$ cat config.mk
export PLATFORM = sky130hd
export DESIGN_NAME = diff_drive_odometry_core
export DESIGN_NICKNAME = d
export VERILOG_FILES = /design/src/rtl/ddo_pkg.sv /design/src/rtl/diff_drive_odometry_core.sv
export VERILOG_INCLUDE_DIRS = /design/src /design/src/rtl
export SDC_FILE = /design/constraint.sdc
export NUM_CORES = 2
export LEC_CHECK = 0
export BUFFER_PORTS_ARGS = -buffer_cell sky130_fd_sc_hd__buf_2
export CORE_AREA = 2 2 443 445
export DETAILED_ROUTE_END_ITERATION = 10
export DIE_AREA = 0 0 445 447
export MAX_ROUTING_LAYER = met4
export PLACE_DENSITY = 0.52
export SKIP_CTS_REPAIR_TIMING = 1
export SYNTH_ARGS = -nofsm -noshare
export SYNTH_HDL_FRONTEND = slang
export SYNTH_SLANG_ARGS = --single-unit
$ cat constraint.sdc
create_clock -name clk -period 15.11 [get_ports clk]
set_input_delay 0.7555 -clock clk [delete_from_list [all_inputs] [get_ports clk]]
set_output_delay 0.7555 -clock clk [all_outputs]
set_load 0.02 [all_outputs]
$ cat src/rtl/diff_drive_odometry_core_macros.svh
// Assertion macros shared by the odometry RTL.
// Depends on nothing; the using module supplies clk and rst_n.
`ifndef DIFF_DRIVE_ODOMETRY_CORE_MACROS_SVH
`define DIFF_DRIVE_ODOMETRY_CORE_MACROS_SVH

// same-cycle implication, reset-gated
`define DDO_ASSERT_IMPLY(lbl, ante, cons, msg) \
    lbl: assert property (@(posedge clk) disable iff (!rst_n) (ante) |-> (cons)) \
        else $error(msg);

// next-cycle implication, reset-gated
`define DDO_ASSERT_NEXT(lbl, ante, cons, msg) \
    lbl: assert property (@(posedge clk) disable iff (!rst_n) (ante) |=> (cons)) \
        else $error(msg);

`endif

$ cat src/rtl/ddo_pkg.sv
// Package for the differential-drive odometry core: constants, state type,
// CORDIC arctangent table and small helpers. No dependencies.
package ddo_pkg;

    localparam int CORDIC_ITER_DEFAULT = 16;
    localparam int CORDIC_ITER_MAX     = 32;
    localparam int PADDR_W             = 3;
    localparam int DIVW                = 38;

    localparam logic [2:0]  REG_WHEEL_BASE   = 3'd0;
    localparam logic [11:0] WHEEL_BASE_RESET = 12'd500;
    localparam logic signed [33:0] CORDIC_GAIN_Q30 = 34'sh026DD3B6A;
    localparam logic [25:0] ANGLE_RATE_Q16   = 26'd44798134;
    localparam logic [9:0]  MILLI            = 10'd1000;

    typedef enum logic [4:0] {
        S_IDLE, S_ROT, S_TRIG, S_MS,
        S_PX_LO, S_PX_HI, S_PX_UPD,
        S_PY_LO, S_PY_HI, S_PY_UPD,
        S_MD, S_DIV, S_RK, S_QLO, S_QHI, S_HEAD, S_AM, S_OUT
    } state_t;

    typedef enum logic [1:0] {
        DIV_MD, DIV_FRAC, DIV_ANG
    } div_sel_t;

    // atan(2^-i) as a 32-bit binary angle
    function automatic logic [31:0] atan_entry(input logic [4:0] i);
        logic [31:0] v;
        case (i)
            5'd0:  v = 32'h20000000;  5'd1:  v = 32'h12E4051E;
            5'd2:  v = 32'h09FB385B;  5'd3:  v = 32'h051111D4;
            5'd4:  v = 32'h028B0D43;  5'd5:  v = 32'h0145D7E1;
            5'd6:  v = 32'h00A2F61E;  5'd7:  v = 32'h00517C55;
            5'd8:  v = 32'h0028BE53;  5'd9:  v = 32'h00145F2F;
            5'd10: v = 32'h000A2F98;  5'd11: v = 32'h000517CC;
            5'd12: v = 32'h00028BE6;  5'd13: v = 32'h000145F3;
            5'd14: v = 32'h0000A2FA;  5'd15: v = 32'h0000517D;
            5'd16: v = 32'h000028BE;  5'd17: v = 32'h0000145F;
            5'd18: v = 32'h00000A30;  5'd19: v = 32'h00000518;
            5'd20: v = 32'h0000028C;  5'd21: v = 32'h00000146;
            5'd22: v = 32'h000000A3;  5'd23: v = 32'h00000051;
            5'd24: v = 32'h00000029;  5'd25: v = 32'h00000014;
            5'd26: v = 32'h0000000A;  5'd27: v = 32'h00000005;
            5'd28: v = 32'h00000003;  5'd29: v = 32'h00000001;
            5'd30: v = 32'h00000001;
            default: v = 32'h00000000;
        endcase
        return v;
    endfunction

    // clamp a CORDIC output to +-1.0 in Q1.30
    function automatic logic signed [31:0] clamp_q30(input logic signed [33:0] v);
        logic signed [31:0] r;
        if (v > 34'sh040000000)
            r = 32'sh40000000;
        else if (v < -34'sh040000000)
            r = -32'sh40000000;
        else
            r = v[31:0];
        return r;
    endfunction

endpackage

$ cat src/rtl/diff_drive_odometry_core.sv
// Differential-drive odometry core: sequenced Euler pose integrator.
// Depends on ddo_pkg and diff_drive_odometry_core_macros.svh.
`include "diff_drive_odometry_core_macros.svh"

// One request runs from acceptance to the next acceptance through two passes
// of the shared CORDIC rotator, three passes of the 38-step restoring divider,
// a handful of multiply/accumulate steps on the shared 21x31 multiplier, a
// result state and an idle state. out_stall holds the result state. in_stall
// is high from acceptance until the result request is taken. The position
// moves along the heading held before the request; the heading then advances.
// wheel_base_mm sits at byte address 0 of the APB port; a value of zero acts
// as 1 mm.
module diff_drive_odometry_core #(
    parameter int CORDIC_ITERATIONS = ddo_pkg::CORDIC_ITER_DEFAULT
) (
    input  logic                         clk,
    input  logic                         rst_n,
    input  logic                         psel,
    input  logic                         penable,
    input  logic                         pwrite,
    input  logic [ddo_pkg::PADDR_W-1:0]  paddr,
    input  logic [31:0]                  pwdata,
    output logic [31:0]                  prdata,
    output logic                         pready,
    input  logic                         in_valid,
    output logic                         in_stall,
    input  logic signed [15:0]           left_speed,
    input  logic signed [15:0]           right_speed,
    input  logic [19:0]                  elapsed_us,
    output logic                         out_valid,
    input  logic                         out_stall,
    output logic signed [47:0]           x_position,
    output logic signed [47:0]           y_position,
    output logic signed [15:0]           heading_angle,
    output logic signed [15:0]           linear_speed,
    output logic signed [26:0]           angular_speed,
    output logic signed [15:0]           quat_z,
    output logic [14:0]                  quat_w
);
    import ddo_pkg::*;

    localparam int ITER_EFF = (CORDIC_ITERATIONS > CORDIC_ITER_MAX) ?
                              CORDIC_ITER_MAX : CORDIC_ITERATIONS;
    localparam logic [4:0] ITER_LAST = 5'(ITER_EFF - 1);
    localparam logic [5:0] DIV_LAST  = 6'(DIVW - 1);

    state_t   state_reg, state_next;
    div_sel_t dsel_reg, dsel_next;

    logic [11:0]        wb_reg;
    logic [47:0]        pos_x_reg, pos_x_next, pos_y_reg, pos_y_next;
    logic [31:0]        heading_reg, heading_next;
    logic signed [16:0] sum_reg, sum_next, diff_reg, diff_next;
    logic [19:0]        dt_reg, dt_next;
    logic signed [33:0] cx_reg, cx_next, cy_reg, cy_next;
    logic signed [32:0] cz_reg, cz_next;
    logic [4:0]         iter_reg, iter_next;
    logic               pass_reg, pass_next, flip_reg, flip_next;
    logic signed [31:0] cos_reg, cos_next, sin_reg, sin_next;
    logic [36:0]        ms_reg, ms_next, q_reg, q_next;
    logic [52:0]        acc_reg, acc_next;
    logic [37:0]        dvd_reg, dvd_next;
    logic [11:0]        drem_reg, drem_next;
    logic [5:0]         dcnt_reg, dcnt_next;
    logic signed [26:0] ang_reg, ang_next;
    logic signed [15:0] lin_reg, lin_next, qz_reg, qz_next;
    logic [14:0]        qw_reg, qw_next;

    // config port
    logic cfg_wr;
    assign cfg_wr = psel && penable && pwrite;
    assign pready = 1'b1;
    assign prdata = (paddr == REG_WHEEL_BASE) ? {20'd0, wb_reg} : 32'd0;

    always_ff @(posedge clk or negedge rst_n)
    begin
        if (!rst_n)
            wb_reg <= WHEEL_BASE_RESET;
        else if (cfg_wr && paddr == REG_WHEEL_BASE)
            wb_reg <= pwdata[11:0];
    end

    logic [11:0] wb_eff;
    assign wb_eff = (wb_reg == 12'd0) ? 12'd1 : wb_reg;

    // magnitudes
    logic [16:0] abs_sum, abs_diff;
    logic [30:0] abs_trig;
    logic        trig_neg;
    assign abs_sum  = sum_reg[16]  ? 17'(-sum_reg)  : 17'(sum_reg);
    assign abs_diff = diff_reg[16] ? 17'(-diff_reg) : 17'(diff_reg);
    always_comb
    begin
        if (state_reg == S_PY_LO || state_reg == S_PY_HI || state_reg == S_PY_UPD)
            trig_neg = sin_reg[31];
        else
            trig_neg = cos_reg[31];
        if (state_reg == S_PY_LO || state_reg == S_PY_HI)
            abs_trig = sin_reg[31] ? 31'(-sin_reg) : 31'(sin_reg);
        else
            abs_trig = cos_reg[31] ? 31'(-cos_reg) : 31'(cos_reg);
    end

    // shared multiplier
    logic [20:0] mul_a;
    logic [30:0] mul_b;
    logic [51:0] mul_p;
    always_comb
    begin
        case (state_reg)
            S_MS:             begin mul_a = {4'd0, abs_sum};     mul_b = {11'd0, dt_reg}; end
            S_PX_LO, S_PY_LO: begin mul_a = {5'd0, ms_reg[15:0]}; mul_b = abs_trig; end
            S_PX_HI, S_PY_HI: begin mul_a = ms_reg[36:16];        mul_b = abs_trig; end
            S_MD:             begin mul_a = {4'd0, abs_diff};    mul_b = {11'd0, dt_reg}; end
            S_RK:             begin mul_a = {9'd0, drem_reg};    mul_b = {5'd0, ANGLE_RATE_Q16}; end
            S_QLO:            begin mul_a = q_reg[20:0];         mul_b = {5'd0, ANGLE_RATE_Q16}; end
            S_QHI:            begin mul_a = {5'd0, q_reg[36:21]}; mul_b = {5'd0, ANGLE_RATE_Q16}; end
            S_AM:             begin mul_a = {4'd0, abs_diff};    mul_b = {21'd0, MILLI}; end
            default:          begin mul_a = '0;                  mul_b = '0; end
        endcase
    end
    assign mul_p = 52'(mul_a) * 52'(mul_b);

    // divider step
    logic [12:0] trial;
    logic        div_ge;
    logic [11:0] rem_new;
    logic [37:0] quot_new;
    assign trial    = {drem_reg, dvd_reg[37]};
    assign div_ge   = trial >= {1'b0, wb_eff};
    assign rem_new  = div_ge ? 12'(trial - {1'b0, wb_eff}) : trial[11:0];
    assign quot_new = {dvd_reg[36:0], div_ge};

    // CORDIC step
    logic signed [33:0] dx, dy, xf, yf;
    logic signed [32:0] at;
    assign dx = cy_reg >>> iter_reg;
    assign dy = cx_reg >>> iter_reg;
    assign at = $signed({1'b0, atan_entry(iter_reg)});
    assign xf = flip_reg ? -cx_reg : cx_reg;
    assign yf = flip_reg ? -cy_reg : cy_reg;

    // move step and heading helpers
    logic [47:0]        move_d;
    logic [31:0]        dh;
    logic signed [32:0] half_h;
    logic signed [31:0] cf, sf;
    logic signed [33:0] qz_t, qw_t;
    assign move_d = {10'd0, acc_reg[52:15]};
    assign dh     = acc_reg[47:16];
    assign half_h = ($signed({heading_reg[31], heading_reg}) +
                     $signed({32'd0, heading_reg[31]})) >>> 1;
    assign cf     = clamp_q30(xf);
    assign sf     = clamp_q30(yf);
    assign qz_t   = ($signed({{2{sf[31]}}, sf}) + 34'sd16384) >>> 15;
    assign qw_t   = ($signed({{2{cf[31]}}, cf}) + 34'sd16384) >>> 15;

    logic signed [16:0] in_sum;
    logic [31:0]        load_ang;
    assign in_sum = $signed({left_speed[15], left_speed}) +
                    $signed({right_speed[15], right_speed});

    // sequencer
    always_comb
    begin
        state_next   = state_reg;
        dsel_next    = dsel_reg;
        pos_x_next   = pos_x_reg;
        pos_y_next   = pos_y_reg;
        heading_next = heading_reg;
        sum_next     = sum_reg;
        diff_next    = diff_reg;
        dt_next      = dt_reg;
        cx_next      = cx_reg;
        cy_next      = cy_reg;
        cz_next      = cz_reg;
        iter_next    = iter_reg;
        pass_next    = pass_reg;
        flip_next    = flip_reg;
        cos_next     = cos_reg;
        sin_next     = sin_reg;
        ms_next      = ms_reg;
        q_next       = q_reg;
        acc_next     = acc_reg;
        dvd_next     = dvd_reg;
        drem_next    = drem_reg;
        dcnt_next    = dcnt_reg;
        ang_next     = ang_reg;
        lin_next     = lin_reg;
        qz_next      = qz_reg;
        qw_next      = qw_reg;
        load_ang     = heading_reg;
        case (state_reg)
            S_IDLE:
            begin
                if (in_valid)
                begin
                    sum_next  = in_sum;
                    diff_next = $signed({right_speed[15], right_speed}) -
                                $signed({left_speed[15], left_speed});
                    dt_next   = elapsed_us;
                    lin_next  = 16'((in_sum + $signed({16'd0, in_sum[16]})) >>> 1);
                    load_ang  = heading_reg;
                    flip_next = load_ang[31] ^ load_ang[30];
                    cx_next   = CORDIC_GAIN_Q30;
                    cy_next   = '0;
                    cz_next   = $signed({load_ang[31] ^ flip_next, load_ang[31] ^ flip_next,
                                         load_ang[30:0]});
                    iter_next = '0;
                    pass_next = 1'b0;
                    state_next = S_ROT;
                end
            end
            S_ROT:
            begin
                if (!cz_reg[32])
                begin
                    cx_next = cx_reg - dx;
                    cy_next = cy_reg + dy;
                    cz_next = cz_reg - at;
                end
                else
                begin
                    cx_next = cx_reg + dx;
                    cy_next = cy_reg - dy;
                    cz_next = cz_reg + at;
                end
                iter_next = iter_reg + 5'd1;
                if (iter_reg == ITER_LAST)
                    state_next = S_TRIG;
            end
            S_TRIG:
            begin
                if (!pass_reg)
                begin
                    cos_next   = cf;
                    sin_next   = sf;
                    state_next = S_MS;
                end
                else
                begin
                    qz_next = (qz_t > 34'sd32767) ? 16'sh7FFF : 16'(qz_t);
                    if (qw_t > 34'sd32767)
                        qw_next = 15'h7FFF;
                    else if (qw_t < 34'sd0)
                        qw_next = 15'd0;
                    else
                        qw_next = 15'(qw_t);
                    state_next = S_OUT;
                end
            end
            S_MS:
            begin
                ms_next    = mul_p[36:0];
                state_next = S_PX_LO;
            end
            S_PX_LO, S_PY_LO:
            begin
                acc_next   = {22'd0, mul_p[46:16]};
                state_next = (state_reg == S_PX_LO) ? S_PX_HI : S_PY_HI;
            end
            S_PX_HI, S_PY_HI:
            begin
                acc_next   = {1'b0, mul_p} + acc_reg;
                state_next = (state_reg == S_PX_HI) ? S_PX_UPD : S_PY_UPD;
            end
            S_PX_UPD:
            begin
                pos_x_next = (sum_reg[16] ^ trig_neg) ? pos_x_reg - move_d
                                                      : pos_x_reg + move_d;
                state_next = S_PY_LO;
            end
            S_PY_UPD:
            begin
                pos_y_next = (sum_reg[16] ^ trig_neg) ? pos_y_reg - move_d
                                                      : pos_y_reg + move_d;
                state_next = S_MD;
            end
            S_MD, S_RK, S_AM:
            begin
                dvd_next  = mul_p[37:0];
                drem_next = '0;
                dcnt_next = '0;
                if (state_reg == S_MD)
                    dsel_next = DIV_MD;
                else if (state_reg == S_RK)
                    dsel_next = DIV_FRAC;
                else
                    dsel_next = DIV_ANG;
                state_next = S_DIV;
            end
            S_DIV:
            begin
                dvd_next  = quot_new;
                drem_next = rem_new;
                dcnt_next = dcnt_reg + 6'd1;
                if (dcnt_reg == DIV_LAST)
                begin
                    case (dsel_reg)
                        DIV_MD:
                        begin
                            q_next     = quot_new[36:0];
                            state_next = S_RK;
                        end
                        DIV_FRAC:
                        begin
                            acc_next   = {15'd0, quot_new};
                            state_next = S_QLO;
                        end
                        DIV_ANG:
                        begin
                            ang_next  = diff_reg[16] ? -27'(quot_new) : 27'(quot_new);
                            load_ang  = half_h[31:0];
                            flip_next = load_ang[31] ^ load_ang[30];
                            cx_next   = CORDIC_GAIN_Q30;
                            cy_next   = '0;
                            cz_next   = $signed({load_ang[31] ^ flip_next,
                                                 load_ang[31] ^ flip_next, load_ang[30:0]});
                            iter_next = '0;
                            pass_next = 1'b1;
                            state_next = S_ROT;
                        end
                        default: state_next = S_IDLE;
                    endcase
                end
            end
            S_QLO:
            begin
                acc_next   = acc_reg + {1'b0, mul_p};
                state_next = S_QHI;
            end
            S_QHI:
            begin
                acc_next   = acc_reg + {mul_p[31:0], 21'd0};
                state_next = S_HEAD;
            end
            S_HEAD:
            begin
                heading_next = diff_reg[16] ? heading_reg - dh : heading_reg + dh;
                state_next   = S_AM;
            end
            S_OUT:
            begin
                if (!out_stall)
                    state_next = S_IDLE;
            end
            default: state_next = S_IDLE;
        endcase
    end

    // control state
    always_ff @(posedge clk or negedge rst_n)
    begin
        if (!rst_n)
        begin
            state_reg   <= S_IDLE;
            pos_x_reg   <= '0;
            pos_y_reg   <= '0;
            heading_reg <= '0;
        end
        else
        begin
            state_reg   <= state_next;
            pos_x_reg   <= pos_x_next;
            pos_y_reg   <= pos_y_next;
            heading_reg <= heading_next;
        end
    end

    // datapath registers
    always_ff @(posedge clk)
    begin
        dsel_reg <= dsel_next;
        sum_reg  <= sum_next;
        diff_reg <= diff_next;
        dt_reg   <= dt_next;
        cx_reg   <= cx_next;
        cy_reg   <= cy_next;
        cz_reg   <= cz_next;
        iter_reg <= iter_next;
        pass_reg <= pass_next;
        flip_reg <= flip_next;
        cos_reg  <= cos_next;
        sin_reg  <= sin_next;
        ms_reg   <= ms_next;
        q_reg    <= q_next;
        acc_reg  <= acc_next;
        dvd_reg  <= dvd_next;
        drem_reg <= drem_next;
        dcnt_reg <= dcnt_next;
        ang_reg  <= ang_next;
        lin_reg  <= lin_next;
        qz_reg   <= qz_next;
        qw_reg   <= qw_next;
    end

    // ports
    assign in_stall      = (state_reg != S_IDLE);
    assign out_valid     = (state_reg == S_OUT);
    assign x_position    = pos_x_reg;
    assign y_position    = pos_y_reg;
    assign heading_angle = heading_reg[31:16];
    assign linear_speed  = lin_reg;
    assign angular_speed = ang_reg;
    assign quat_z        = qz_reg;
    assign quat_w        = qw_reg;

    // checks
    `DDO_ASSERT_IMPLY(a_no_accept_while_result, out_valid, in_stall, "request accepted while result pending")
    `DDO_ASSERT_NEXT(a_result_taken_idle, out_valid && !out_stall, !out_valid && !in_stall, "sequencer did not return to idle")
    `DDO_ASSERT_IMPLY(a_div_count_range, state_reg == S_DIV, dcnt_reg <= DIV_LAST, "divider count overran")
    `DDO_ASSERT_IMPLY(a_pose_stable_out, out_valid && $past(out_valid), $stable(pos_x_reg) && $stable(heading_reg), "pose changed during result")

endmodule
==> run summary <==
initial antenna violation count: 12
antenna viol nets, final: 0
Storage cell area: 0.0188 mm2
maxcap violations: 0
kind of end point of the critical path: register
I/O Pins: 315
Tot GR Track Use: 0.273
placed wire-length estimate: 211000 um
Largest register FFs: 53
Fill cells: 19345
met1 GRT Util: 0.352
Worst path slowest cell: a21boi_0
layout cell share with drive strength beyond 1: 0.0963
Final Cycle Share: 0.919
Max stage delay on crit path: 940 ps
status: complete, no violations
number of port buffers: 273
Placer Congestion: 0.976
CP most frequent cell: fa_1
clock latency on the worst-skew pair: 730 ps
Relative slew margins: 0.119
final wirelength: 269000 um
R2R Path End: acc_reg[51]$_DFFE_PP_
DIE AREA: 0.199 mm2
fmax: 0.0720 GHz
Die Y: 447 um
worst-margin pin slew: 1310 ps
R2R cell count: 42
root buffer cell: clkbuf_16
footprint of the multi-input gates: 0.0539 mm2
flop2flop setup slack: 1230 ps
Global Route met3 Usage: 0.0356
number of global-route vias before repair: 64251
gr busiest metal: met2
sequential area share after synthesis: 0.243
Period minus WS final: 13880 ps
DRC: 0
EDFF count, synth: 484
number of synthesized register bits: 659
routed via count: 66398
WS Path Type: register to register
CP max FO: 25
Final Max Slew Viols: 0
FFs w/ async S/R, synth: 0.220
drt pass-1 iters: 6
Final Hold Fails: 0
TritonCTS clock tree: built
syn_area_per_cell: 8.79 um2
Worst Skew: 41.2 ps
FP Rows: 162
Critical path origin: state_reg[1]$_DFFE_PN0P_
ys flop type: edfxtp_1
HP Class: input port to async pin
setup repair after global routing missed its margin: false
vias per cell: 5.77
synth unique cells: 96
Layout Nets: 10088
deepest level of the CTS H-tree: 3
Chip Width: 445 um
pin count of the biggest net entering global routing: 87
Syn Std Cell Area: 0.0773 mm2
initial DRC count: 6028
CP arrival: 14350 ps
Synth Instances: 8798
YS warnings: 0
Setup TNS: 0 ps
Clock transition at path regs: 60 ps
total CTS buffers: 88
Initial Util: 0.398
Worst Path Required: 15570 ps
total gr overflow: 0
M2 GR Usage: 0.442
DR WL/cell: 23.4 um
Layout area overhead: 9.32%
worst r2r src: state_reg[1]$_DFFE_PN0P_
Final setup viols: 0
core footprint: 0.194 mm2
startpoint types: register
first-pass GRT wire length: 403000 um
CTS max path bufs: 3
CTS sink cnt: 659
-- final cells by class --
cell class | count | area share
clock buffers | 106 | 0.0277
flip-flops and latches | 659 | 0.222
well taps | 2542 | 0.0376
clock inverters | 59 | 0.00654
repair buffers | 438 | 0.0309
diodes | 6 | 0.000178
multi-input cells | 6863 | 0.638
inverters | 835 | 0.0371
-- through the flow --
step,worst slack (ps),cell area (um2),util,instances,hold WS [ps]
after floorplan,3780,77400,-,8817,426
after global placement,1500,81600,0.420,11337,438
after detailed placement,1360,81600,0.420,11337,444
after CTS,1340,84500,0.435,11502,50.3
after global routing,412,84500,0.435,11505,84.7
final,1230,84500,0.435,11508,59.2
-- critical path: cells and delay by family (launching register included) --
kind            cells  cell delay (ps)
compound gates     19             5770
fa+ha+maj           9             4360
simple gates        6             1210
buf+inv             6             1110
xor+xnor            2              620
flops               1              490
-- synth_stat cells, types with 32 or more instances --
library cell  number  area [um2]
nand3_1          158         791
buf_1             48         180
a221o_1           32         320
ha_1             550        6880
and3_1            75         469
nor2b_1           72         450
or4_1             32         240
clkbuf_1         366        1370
nor2_1           740        2780
a21o_1           157        1180
or3_1             72         450
a221oi_1          37         324
a22oi_1           47         353
o21bai_1          56         420
o31ai_1           94         706
mux2_2            44         495
nor3b_1           35         263
nor3_1           127         636
nand2b_1          89         557
xor2_1           305        2670
xnor2_1          396        3470
mux2i_1           69         691
inv_1            831        3120
o41ai_1           43         377
mux4_2            91        2050
nor4_1            61         382
fa_1             559       11200
buf_4             37         278
and2_1           130         813
a211oi_1          64         480
nand4_1           63         394
a21oi_1          506        2530
o211ai_1          55         413
o21a_1            72         541
dfrtp_1          139        3480
o21ai_0          510        2550
edfxtp_1         484       14500
nand2_1         1063        3990
a31oi_1           70         438
-- cells by family after synthesis --
family,synth area share
AOI/OAI and AO/OA,0.169
muxes,0.0419
buffers and inverters,0.0650
xor gates and xnor gates,0.0798
DFF,0.243
other,0.0000971
adders and majority gates,0.234
and+or+nand+nor,0.168
-- layout by cell type (no fill, tap or decap), types with 47 or more instances in the layout --
master        n
nand2_1    1062
inv_1       829
nor2_1      733
fa_1        559
ha_1        550
o21ai_0     509
a21oi_1     503
edfxtp_1    484
xnor2_1     390
xor2_1      303
buf_2       272
buf_4       165
a21o_1      157
nand3_1     155
dfrtp_1     139
and2_1      130
nor3_1      123
o31ai_1      94
mux4_2       91
clkbuf_16    89
nand2b_1     88
and3_1       73
nor2b_1      72
o21a_1       72
or3_1        71
a31oi_1      69
mux2i_1      68
nand4_1      63
a211oi_1     59
nor4_1       58
o21bai_1     56
o211ai_1     55
a22oi_1      47
-- layer usage --
layer | vias up | wire length (um)
met2 | 2230 | 128000
li1 | 30848 | -
met4 | 0 | 10900
met1 | 32890 | 114000
met5 | - | 0
met3 | 430 | 17100
-- worst max path at each step --
stage,to,depth (start not counted)
after floorplan,acc_reg[51]$_DFFE_PP_,43
after global placement,acc_reg[51]$_DFFE_PP_,40
after detailed placement,acc_reg[51]$_DFFE_PP_,41
after CTS,acc_reg[51]$_DFFE_PP_,41
after global routing,acc_reg[51]$_DFFE_PP_,41
final,acc_reg[51]$_DFFE_PP_,42
Power is not shown: default switching activity piles up to over one toggle a cycle in this logic, so the estimate is an artifact.
